## config.mk

```make
export PLATFORM = sky130hd
export DESIGN_NAME = ec_scalar_multiply_top_flat
export DESIGN_NICKNAME = d
export VERILOG_FILES = /design/src/hdl/ecsm_pkg.sv /design/src/hdl/ecsm_if.sv /design/src/hdl/ec_scalar_multiply_top.sv /design/src/flat_wrapper.sv
export SDC_FILE = /design/constraint.sdc
export NUM_CORES = 2
export LEC_CHECK = 0
export BUFFER_PORTS_ARGS = -buffer_cell sky130_fd_sc_hd__buf_4
export CAP_MARGIN = 20
export CORE_ASPECT_RATIO = 1.5
export CORE_MARGIN = 5
export CORE_UTILIZATION = 55
export DETAILED_ROUTE_END_ITERATION = 10
export HOLD_SLACK_MARGIN = 0.15
export PLACE_DENSITY = 0.71
export SLEW_MARGIN = 10
export SYNTH_ARGS = -nofsm -noshare
export SYNTH_HDL_FRONTEND = slang
export SYNTH_SLANG_ARGS = --single-unit
```

## constraint.sdc

```tcl
create_clock -name clk -period 31.1 [get_ports clk]
set_clock_uncertainty 0.1 [all_clocks]
set_input_delay 1.555 -clock clk [delete_from_list [all_inputs] [get_ports clk]]
set_output_delay 1.555 -clock clk [all_outputs]
set_load 0.1 [all_outputs]
```

## src/hdl/ecsm_pkg.sv

```systemverilog
// Package for the elliptic-curve scalar multiplier: widths, register indexes
// and the modular add, subtract and halving helpers shared by the datapath.
// No dependencies.
package ecsm_pkg;

	localparam int FIELD_BITS  = 31;
	localparam int SCALAR_BITS = 32;
	localparam int MCNT_BITS   = $clog2(FIELD_BITS + 1);

	typedef logic [FIELD_BITS-1:0]  field_t;
	typedef logic [SCALAR_BITS-1:0] scalar_t;
	typedef logic                   cfg_index_t;

	localparam cfg_index_t CFG_FIELD_PRIME = 1'b0;
	localparam cfg_index_t CFG_CURVE_COEFF = 1'b1;

	localparam field_t PRIME_RESET = field_t'(31'h7fffffff);
	localparam field_t COEFF_RESET = '0;

	// Both operands below p.
	function automatic field_t fadd(input field_t u, input field_t v, input field_t p);
		field_t room;
		room = p - v;
		return (u >= room) ? field_t'(u - room) : field_t'(u + v);
	endfunction

	function automatic field_t fsub(input field_t u, input field_t v, input field_t p);
		return (u >= v) ? field_t'(u - v) : field_t'(u + (p - v));
	endfunction

	// x/2 modulo an odd p, x below p.
	function automatic field_t fhalf(input field_t x, input field_t p);
		logic [FIELD_BITS:0] s;
		s = x[0] ? ({1'b0, x} + {1'b0, p}) : {1'b0, x};
		return s[FIELD_BITS:1];
	endfunction

endpackage

```

## src/hdl/ecsm_if.sv

```systemverilog
// Handshake channels of the scalar multiplier: configuration writes, input
// items and result items. Depends on ecsm_pkg.
interface ecsm_cfg_if import ecsm_pkg::*; ();
	logic       valid;
	logic       ready;
	cfg_index_t index;
	field_t     data;
	modport source (output valid, index, data, input ready);
	modport sink   (input valid, index, data, output ready);
endinterface

interface ecsm_in_if import ecsm_pkg::*; ();
	logic    valid;
	logic    ready;
	scalar_t scalar;
	field_t  point_x;
	field_t  point_y;
	modport source (output valid, scalar, point_x, point_y, input ready);
	modport sink   (input valid, scalar, point_x, point_y, output ready);
endinterface

interface ecsm_out_if import ecsm_pkg::*; ();
	logic   valid;
	logic   ready;
	field_t result_x;
	field_t result_y;
	logic   result_at_infinity;
	modport source (output valid, result_x, result_y, result_at_infinity, input ready);
	modport sink   (input valid, result_x, result_y, result_at_infinity, output ready);
endinterface

```

## src/hdl/ec_scalar_multiply_top.sv

```systemverilog
// Elliptic-curve scalar multiplier, affine double-and-add over a prime field.
// Depends on ecsm_pkg and the channel interfaces in ecsm_if.
//
// Use: write field_prime (index 0) and curve_coefficient (index 1) on cfg
// while the block is idle; cfg is always ready. Each request on items carries
// a scalar k and a point; one result, k times the point, leaves on results.
// Infinity comes out as (0,0) with result_at_infinity set.
// Items are worked on one at a time. The three input reductions run on the
// bit-serial multiplier. Each scalar bit costs, if set, an addition and, unless
// it is the top set bit, a doubling; a point operation runs three or four
// bit-serial modular products plus a binary-Euclid inverse.
// The bit-serial multiplier and the one-step-a-cycle inverse set the run time.
// Reset loads p = 2^31-1 and a = 0 and empties the block. The result waits in
// an output register while the receiver stalls; the next request is taken
// meanwhile, and its result waits until the register is free.
module ec_scalar_multiply_top import ecsm_pkg::*; (
	input  logic       clk,
	input  logic       arst_n,
	ecsm_cfg_if.sink   cfg,
	ecsm_in_if.sink    items,
	ecsm_out_if.source results
);

	localparam logic [4:0] S_IDLE   = 5'd0;
	localparam logic [4:0] S_RED_A  = 5'd1;
	localparam logic [4:0] S_RED_X  = 5'd2;
	localparam logic [4:0] S_RED_Y  = 5'd3;
	localparam logic [4:0] S_START  = 5'd4;
	localparam logic [4:0] S_LOOP   = 5'd5;
	localparam logic [4:0] S_ADD    = 5'd6;
	localparam logic [4:0] S_SHIFT  = 5'd7;
	localparam logic [4:0] S_DBL    = 5'd8;
	localparam logic [4:0] S_DNUM   = 5'd9;
	localparam logic [4:0] S_DNUM2  = 5'd10;
	localparam logic [4:0] S_INVGO  = 5'd11;
	localparam logic [4:0] S_INV    = 5'd12;
	localparam logic [4:0] S_LAMGO  = 5'd13;
	localparam logic [4:0] S_LSQ    = 5'd14;
	localparam logic [4:0] S_NX     = 5'd15;
	localparam logic [4:0] S_DIF    = 5'd16;
	localparam logic [4:0] S_NY     = 5'd17;
	localparam logic [4:0] S_OUT    = 5'd18;
	localparam logic [4:0] S_MUL    = 5'd19;

	logic [4:0] state_q, ret_q;
	field_t     p_q, a_cfg_q, a_q;
	scalar_t    k_q;
	field_t     xr_q, yr_q;
	field_t     rx_q, ry_q, ax_q, ay_q;
	logic       rinf_q, ainf_q, dst_acc_q;
	field_t     sx_q, sy_q, tx_q, n_q, d_q, l_q, w_q;
	field_t     mu_q, mv_q, macc_q;
	logic [MCNT_BITS-1:0] mcnt_q;
	field_t     iu_q, iv_q, ix1_q, ix2_q;
	logic       ov_q, oinf_q;
	field_t     ox_q, oy_q;

	field_t mdbl, mstep;

	assign cfg.ready   = 1'b1;
	assign items.ready = (state_q == S_IDLE);

	assign results.valid              = ov_q;
	assign results.result_x           = ox_q;
	assign results.result_y           = oy_q;
	assign results.result_at_infinity = oinf_q;

	// One bit of the scalar-style product per cycle, multiplier bits MSB first.
	always_comb begin
		mdbl  = fadd(macc_q, macc_q, p_q);
		mstep = mv_q[FIELD_BITS-1] ? fadd(mdbl, mu_q, p_q) : mdbl;
	end

	always_ff @(posedge clk or negedge arst_n) begin
		if (!arst_n) begin
			p_q     <= PRIME_RESET;
			a_cfg_q <= COEFF_RESET;
		end else if (cfg.valid) begin
			unique case (cfg.index)
				CFG_FIELD_PRIME: p_q     <= cfg.data;
				CFG_CURVE_COEFF: a_cfg_q <= cfg.data;
				default:         p_q     <= p_q;
			endcase
		end
	end

	always_ff @(posedge clk or negedge arst_n) begin
		if (!arst_n) begin
			state_q <= S_IDLE;
			ov_q    <= 1'b0;
		end else begin
			// In S_OUT the output register is reloaded below instead.
			if (ov_q && results.ready && (state_q != S_OUT))
				ov_q <= 1'b0;
			unique case (state_q)
				S_IDLE: begin
					if (items.valid) begin
						k_q    <= items.scalar;
						xr_q   <= items.point_x;
						yr_q   <= items.point_y;
						ainf_q <= 1'b1;
						state_q <= (p_q < field_t'(3)) ? S_OUT : S_RED_A;
					end
				end
				S_RED_A: begin
					mu_q <= field_t'(1); mv_q <= a_cfg_q; macc_q <= '0;
					mcnt_q <= MCNT_BITS'(FIELD_BITS); ret_q <= S_RED_X; state_q <= S_MUL;
				end
				S_RED_X: begin
					a_q <= macc_q;
					mu_q <= field_t'(1); mv_q <= xr_q; macc_q <= '0;
					mcnt_q <= MCNT_BITS'(FIELD_BITS); ret_q <= S_RED_Y; state_q <= S_MUL;
				end
				S_RED_Y: begin
					rx_q <= macc_q;
					mu_q <= field_t'(1); mv_q <= yr_q; macc_q <= '0;
					mcnt_q <= MCNT_BITS'(FIELD_BITS); ret_q <= S_START; state_q <= S_MUL;
				end
				S_START: begin
					ry_q    <= macc_q;
					rinf_q  <= (rx_q == '0) && (macc_q == '0);
					state_q <= S_LOOP;
				end
				S_LOOP: begin
					if (k_q == '0)
						state_q <= S_OUT;
					else if (k_q[0])
						state_q <= S_ADD;
					else
						state_q <= S_SHIFT;
				end
				S_ADD: begin
					if (ainf_q) begin
						ax_q <= rx_q; ay_q <= ry_q; ainf_q <= rinf_q;
						state_q <= S_SHIFT;
					end else if (rinf_q) begin
						state_q <= S_SHIFT;
					end else if (ax_q == rx_q) begin
						if (ay_q == ry_q) begin
							// Both points are equal, so doubling the running point serves.
							dst_acc_q <= 1'b1;
							state_q   <= S_DBL;
						end else begin
							ainf_q  <= 1'b1;
							state_q <= S_SHIFT;
						end
					end else begin
						sx_q <= ax_q; sy_q <= ay_q; tx_q <= rx_q;
						n_q  <= fsub(ry_q, ay_q, p_q);
						d_q  <= fsub(rx_q, ax_q, p_q);
						dst_acc_q <= 1'b1;
						state_q   <= S_INVGO;
					end
				end
				S_SHIFT: begin
					k_q <= k_q >> 1;
					if (k_q[SCALAR_BITS-1:1] != '0) begin
						dst_acc_q <= 1'b0;
						state_q   <= S_DBL;
					end else begin
						state_q <= S_LOOP;
					end
				end
				S_DBL: begin
					if (rinf_q || (ry_q == '0)) begin
						if (dst_acc_q) begin
							ainf_q  <= 1'b1;
							state_q <= S_SHIFT;
						end else begin
							rinf_q  <= 1'b1;
							state_q <= S_LOOP;
						end
					end else begin
						sx_q <= rx_q; sy_q <= ry_q; tx_q <= rx_q;
						d_q  <= fadd(ry_q, ry_q, p_q);
						mu_q <= rx_q; mv_q <= rx_q; macc_q <= '0;
						mcnt_q <= MCNT_BITS'(FIELD_BITS); ret_q <= S_DNUM; state_q <= S_MUL;
					end
				end
				S_DNUM: begin
					n_q     <= fadd(fadd(macc_q, macc_q, p_q), macc_q, p_q);
					state_q <= S_DNUM2;
				end
				S_DNUM2: begin
					n_q     <= fadd(n_q, a_q, p_q);
					state_q <= S_INVGO;
				end
				S_INVGO: begin
					iu_q <= d_q; iv_q <= p_q; ix1_q <= field_t'(1); ix2_q <= '0;
					state_q <= S_INV;
				end
				S_INV: begin
					// Binary extended Euclid; u reaching zero means no inverse.
					if (iu_q == '0) begin
						d_q <= '0; state_q <= S_LAMGO;
					end else if (iu_q == field_t'(1)) begin
						d_q <= ix1_q; state_q <= S_LAMGO;
					end else if (iv_q == field_t'(1)) begin
						d_q <= ix2_q; state_q <= S_LAMGO;
					end else if (!iu_q[0]) begin
						iu_q <= iu_q >> 1; ix1_q <= fhalf(ix1_q, p_q);
					end else if (!iv_q[0]) begin
						iv_q <= iv_q >> 1; ix2_q <= fhalf(ix2_q, p_q);
					end else if (iu_q >= iv_q) begin
						iu_q <= iu_q - iv_q; ix1_q <= fsub(ix1_q, ix2_q, p_q);
					end else begin
						iv_q <= iv_q - iu_q; ix2_q <= fsub(ix2_q, ix1_q, p_q);
					end
				end
				S_LAMGO: begin
					mu_q <= n_q; mv_q <= d_q; macc_q <= '0;
					mcnt_q <= MCNT_BITS'(FIELD_BITS); ret_q <= S_LSQ; state_q <= S_MUL;
				end
				S_LSQ: begin
					l_q  <= macc_q;
					mu_q <= macc_q; mv_q <= macc_q; macc_q <= '0;
					mcnt_q <= MCNT_BITS'(FIELD_BITS); ret_q <= S_NX; state_q <= S_MUL;
				end
				S_NX: begin
					w_q     <= fsub(fsub(macc_q, sx_q, p_q), tx_q, p_q);
					state_q <= S_DIF;
				end
				S_DIF: begin
					mu_q <= l_q; mv_q <= fsub(sx_q, w_q, p_q); macc_q <= '0;
					mcnt_q <= MCNT_BITS'(FIELD_BITS); ret_q <= S_NY; state_q <= S_MUL;
				end
				S_NY: begin
					if (dst_acc_q) begin
						ax_q <= w_q; ay_q <= fsub(macc_q, sy_q, p_q); ainf_q <= 1'b0;
						state_q <= S_SHIFT;
					end else begin
						rx_q <= w_q; ry_q <= fsub(macc_q, sy_q, p_q); rinf_q <= 1'b0;
						state_q <= S_LOOP;
					end
				end
				S_OUT: begin
					if (!ov_q || results.ready) begin
						ov_q    <= 1'b1;
						ox_q    <= ainf_q ? '0 : ax_q;
						oy_q    <= ainf_q ? '0 : ay_q;
						oinf_q  <= ainf_q;
						state_q <= S_IDLE;
					end
				end
				S_MUL: begin
					macc_q <= mstep;
					mv_q   <= mv_q << 1;
					mcnt_q <= mcnt_q - MCNT_BITS'(1);
					if (mcnt_q == MCNT_BITS'(1))
						state_q <= ret_q;
				end
				default: state_q <= S_IDLE;
			endcase
		end
	end

endmodule

```

## src/flat_wrapper.sv

```systemverilog
// flat-port wrapper written by rule: the top's interface ports become plain ports
module ec_scalar_multiply_top_flat import ecsm_pkg::*;
  (clk, arst_n, cfg_valid, cfg_index, cfg_data, cfg_ready, items_valid, items_scalar, items_point_x, items_point_y, items_ready, results_valid, results_result_x, results_result_y, results_result_at_infinity, results_ready);
  ecsm_cfg_if cfg_i ();
  ecsm_in_if items_i ();
  ecsm_out_if results_i ();
  input  logic clk;
  input  logic arst_n;
  input wire logic [$bits(cfg_i.valid)-1:0] cfg_valid;
  input wire logic [$bits(cfg_i.index)-1:0] cfg_index;
  input wire logic [$bits(cfg_i.data)-1:0] cfg_data;
  output wire logic [$bits(cfg_i.ready)-1:0] cfg_ready;
  input wire logic [$bits(items_i.valid)-1:0] items_valid;
  input wire logic [$bits(items_i.scalar)-1:0] items_scalar;
  input wire logic [$bits(items_i.point_x)-1:0] items_point_x;
  input wire logic [$bits(items_i.point_y)-1:0] items_point_y;
  output wire logic [$bits(items_i.ready)-1:0] items_ready;
  output wire logic [$bits(results_i.valid)-1:0] results_valid;
  output wire logic [$bits(results_i.result_x)-1:0] results_result_x;
  output wire logic [$bits(results_i.result_y)-1:0] results_result_y;
  output wire logic [$bits(results_i.result_at_infinity)-1:0] results_result_at_infinity;
  input wire logic [$bits(results_i.ready)-1:0] results_ready;
  assign cfg_i.valid = cfg_valid;
  assign cfg_i.index = cfg_index;
  assign cfg_i.data = cfg_data;
  assign cfg_ready = cfg_i.ready;
  assign items_i.valid = items_valid;
  assign items_i.scalar = items_scalar;
  assign items_i.point_x = items_point_x;
  assign items_i.point_y = items_point_y;
  assign items_ready = items_i.ready;
  assign results_valid = results_i.valid;
  assign results_result_x = results_i.result_x;
  assign results_result_y = results_i.result_y;
  assign results_result_at_infinity = results_i.result_at_infinity;
  assign results_i.ready = results_ready;
  ec_scalar_multiply_top u_core (.clk(clk), .arst_n(arst_n), .cfg(cfg_i), .items(items_i), .results(results_i));
endmodule
```

==> metrics.md <==
| Metric | Value |
|---|---|
| Syn nets | `11780` |
| WHS | `0.411 ns` |
| Fillcell total | `14230` |
| Die W | `about 340 um` |
| Total global routing overflow | `0` |
| DP Cell Count | `roughly 13000` |
| Worst-path clk slew | `0.07 ns` |
| Final Wtd Congestion | `1.07` |
| Post-synth EDFFs | `759` |
| Arrival time at the worst endpoint | `13.37 ns` |
| Core region area | `approximately 0.16 mm^2` |
| I/O Buffers | `a little under 200` |
| RR Startpoint | `u_core.macc_q[1]` |
| Worst slew pin tran | `1.27 ns` |
| Max_cap viols | `0` |
| Final hold vios | `0` |
| CP most frequent cell | `o21ai_0` |
| Post-synthesis cell count | `roughly 10000` |
| Die height | `504 um` |
| Final nets | `11926` |
| CP Launch Point | `u_core.macc_q[1]` |
| Die area | `0.171 mm^2` |
| Total of cells resized after clock tree synthesis | `0` |
| Reg-to-reg slack, setup | `roughly 18 ns` |
| Slew HR | `0.144` |
| Max frequency | `77.3 MHz` |
| CTS tree | `built` |
| Most flop-heavy register | `u_core.k_q` |
| Final period util | `0.416` |
| Run status | `completed` |
| Synth unique cells | `between 100 and 150` |
| Routed Wire Length | `412000 um` |
| Via count | `85512` |
| Async SR Flop Fraction | `0.0822` |
| Worst r2r path cells | `48` |
| Synth warn | `0` |
| TritonRoute pass-1 iters | `6` |
| Clock Latency Late Sink | `0.81 ns` |
| R2r endpoint | `u_core.n_q[28]` |
| Htree depth | `3` |
| Syn avg cell area | `8.60 um^2` |
| Hold Path Class | `reg2reg` |
| Iter 0 DRT Violations | `8714` |
| CP endpoint | `u_core.n_q[28]` |
| First-pass GRT wire length | `576000 um` |
| Initial Utilization | `0.552` |
| Sequential cell area fraction in the yosys report | `0.274` |
| Vias in the first global route | `between 80000 and 90000` |
| #FFs+latches synth | `827` |
| Drt wl/cell | `roughly 32 um` |
| Fin. max-slew vios | `0` |
| # DRC | `0` |
| Max reg flops | `32` |
| Worst Path Required | `about 32 ns` |
| Post-DP HPWL | `about 340000 um` |
| Final Util | `0.602` |
| Largest net degree at the start of global routing | `131` |
| Hold buffers post-CTS | `0` |
| Buf+Inv Stages, Crit Path | `3` |
| Largest stage delay on the critical path | `0.86 ns` |
| CTS max path bufs | `3` |
| GRT Overall Usage | `0.463` |
| Critical path class | `reg2reg` |
| CTS root buffer | `clkbuf_16` |
| Critical path depth | `between 40 and 50` |
| Crit path time final | `12.94 ns` |
| Worst-path fanout max | `35` |
| CTS Sinks | `827` |
| RSZ-0062 raised after global routing | `no` |
| Final setup TNS | `0 ns` |
| Critical path's slowest cell | `nor2_1` |
| Vias per cell | `6.70` |
| Area Overhead vs Synth | `8.96%` |
| Rows | `181` |
| Non-Filler Instances | `about 13000` |
| Post-CTS Setup Bufs | `0` |
| Initial antenna violation count | `43` |
| Inserted Clock Buffers | `95` |
| CP Launch Type | `register` |
| Io pins | `between 150 and 200` |
| Post-route ant nets | `0` |
| CP top delay family | `compound AO/OA/AOI/OAI gates` |
| Crit. End Element | `register` |
| Layout cell share with drive strength beyond 1 | `0.0747` |
| Post-synthesis cell area | `between 0.08 and 0.09 mm^2` |
| Post-synth top flop | `edfxtp_1` |
| Final setup violation count | `0` |
-- cells by family after synthesis --
group,Yosys count,synth area share
fa+ha+maj,1249,0.197
mux,220,0.0256
compound gates,3088,0.221
xor+xnor,770,0.0758
other cells,1,0.0000419
simple gates,2686,0.140
flops,827,0.274
buf+inv,1563,0.0660
-- worst min path at each step --
stage | from | end | cells after the start
2_1_floorplan | u_core.a_cfg_q[0] | u_core.a_cfg_q[0] | 1
5_1_grt | u_core.a_cfg_q[15] | u_core.a_cfg_q[15] | 1
3_3_place_gp | u_core.a_cfg_q[24] | u_core.a_cfg_q[24] | 1
3_5_place_dp | u_core.a_cfg_q[15] | u_core.a_cfg_q[15] | 1
4_1_cts | u_core.a_cfg_q[15] | u_core.a_cfg_q[15] | 1
6_report | u_core.a_cfg_q[12] | u_core.a_cfg_q[12] | 1
-- cell usage after synthesis, types with 56 or more instances --
master	count	area, um^2
inv_1	1232	4620
ha_1	981	12300
nand2_1	833	3130
a21oi_1	809	4050
edfxtp_1	759	22800
o21ai_0	752	3760
nor2_1	736	2760
xnor2_1	511	4480
a21o_1	288	2160
clkbuf_1	288	1080
fa_1	264	5290
xor2_1	256	2240
nor3_1	222	1110
nand3_1	178	891
mux2i_1	147	1470
o21bai_1	128	961
a21boi_0	127	953
a31oi_1	127	795
nand2b_1	125	782
nor2b_1	111	694
o21a_1	96	721
a211oi_1	90	676
and3_1	78	488
or3_1	78	488
nand4_1	77	482
nor4_1	75	469
mux2_2	73	822
o211ai_1	68	510
a221o_1	67	671
o22ai_1	56	350
-- worst register-to-register path: cells and delay by family, from the launching register on --
| family | cells | cell delay (ns) |
|---|---|---|
| muxes | 1 | 0.12 |
| and+or+nand+nor | 12 | 3.03 |
| buffers and inverters | 3 | 0.88 |
| DFF | 1 | 0.79 |
| adders and majority gates | 4 | 1.46 |
| AOI/OAI and AO/OA | 27 | 6.02 |
| xor gates and xnor gates | 1 | 0.26 |
-- layout by cell type (no fill, tap or decap), types with 40 or more instances in the layout --
master and n:
a211oi_1 90, a21boi_0 125, a21o_1 288, a21oi_1 804
a221o_1 67, a221oi_1 40, a22oi_1 52, a31oi_1 125
and2_1 44, and3_1 77, buf_4 363, clkbuf_16 100
edfxtp_1 759, fa_1 264, ha_1 981, inv_1 1231
mux2_2 73, mux2i_1 147, nand2_1 831, nand2b_1 125
nand3_1 177, nand4_1 77, nor2_1 723, nor2b_1 109
nor3_1 217, nor4_1 67, o211ai_1 68, o21a_1 96
o21ai_0 750, o21bai_1 128, o22ai_1 56, o31ai_1 47
or2_2 45, or3_1 78, xnor2_1 511, xor2_1 256
-- layer usage --
layer | global-route usage | routed length [um]
met1 | 0.471 | 131000
met2 | 0.752 | 185000
met3 | 0.115 | 39700
met4 | 0.486 | 55900
met5 | 0 | 235
-- per-stage QoR --
stage / setup slack, ns / cell area [um^2]
5_1_grt: 17.61 / 97400
3_3_place_gp: 18.41 / 93900
2_1_floorplan: 21.10 / 89400
3_5_place_dp: 18.37 / 93900
4_1_cts: 18.35 / 97300
6_report: 18.16 / 97500
-- cell type report --
type	count	area [um^2]	share of cell area
multi-input combinational	8014	59400	0.609
sequential	827	24500	0.252
inverter	1241	4660	0.0478
timing repair buffer	371	2840	0.0292
clock buffer	122	2670	0.0273
tap	2104	2630	0.0270
clock inverter	57	689	0.00707
antenna	27	67.6	0.000693
Power is not shown: default switching activity piles up to over one toggle a cycle in this logic, so the estimate is an artifact.
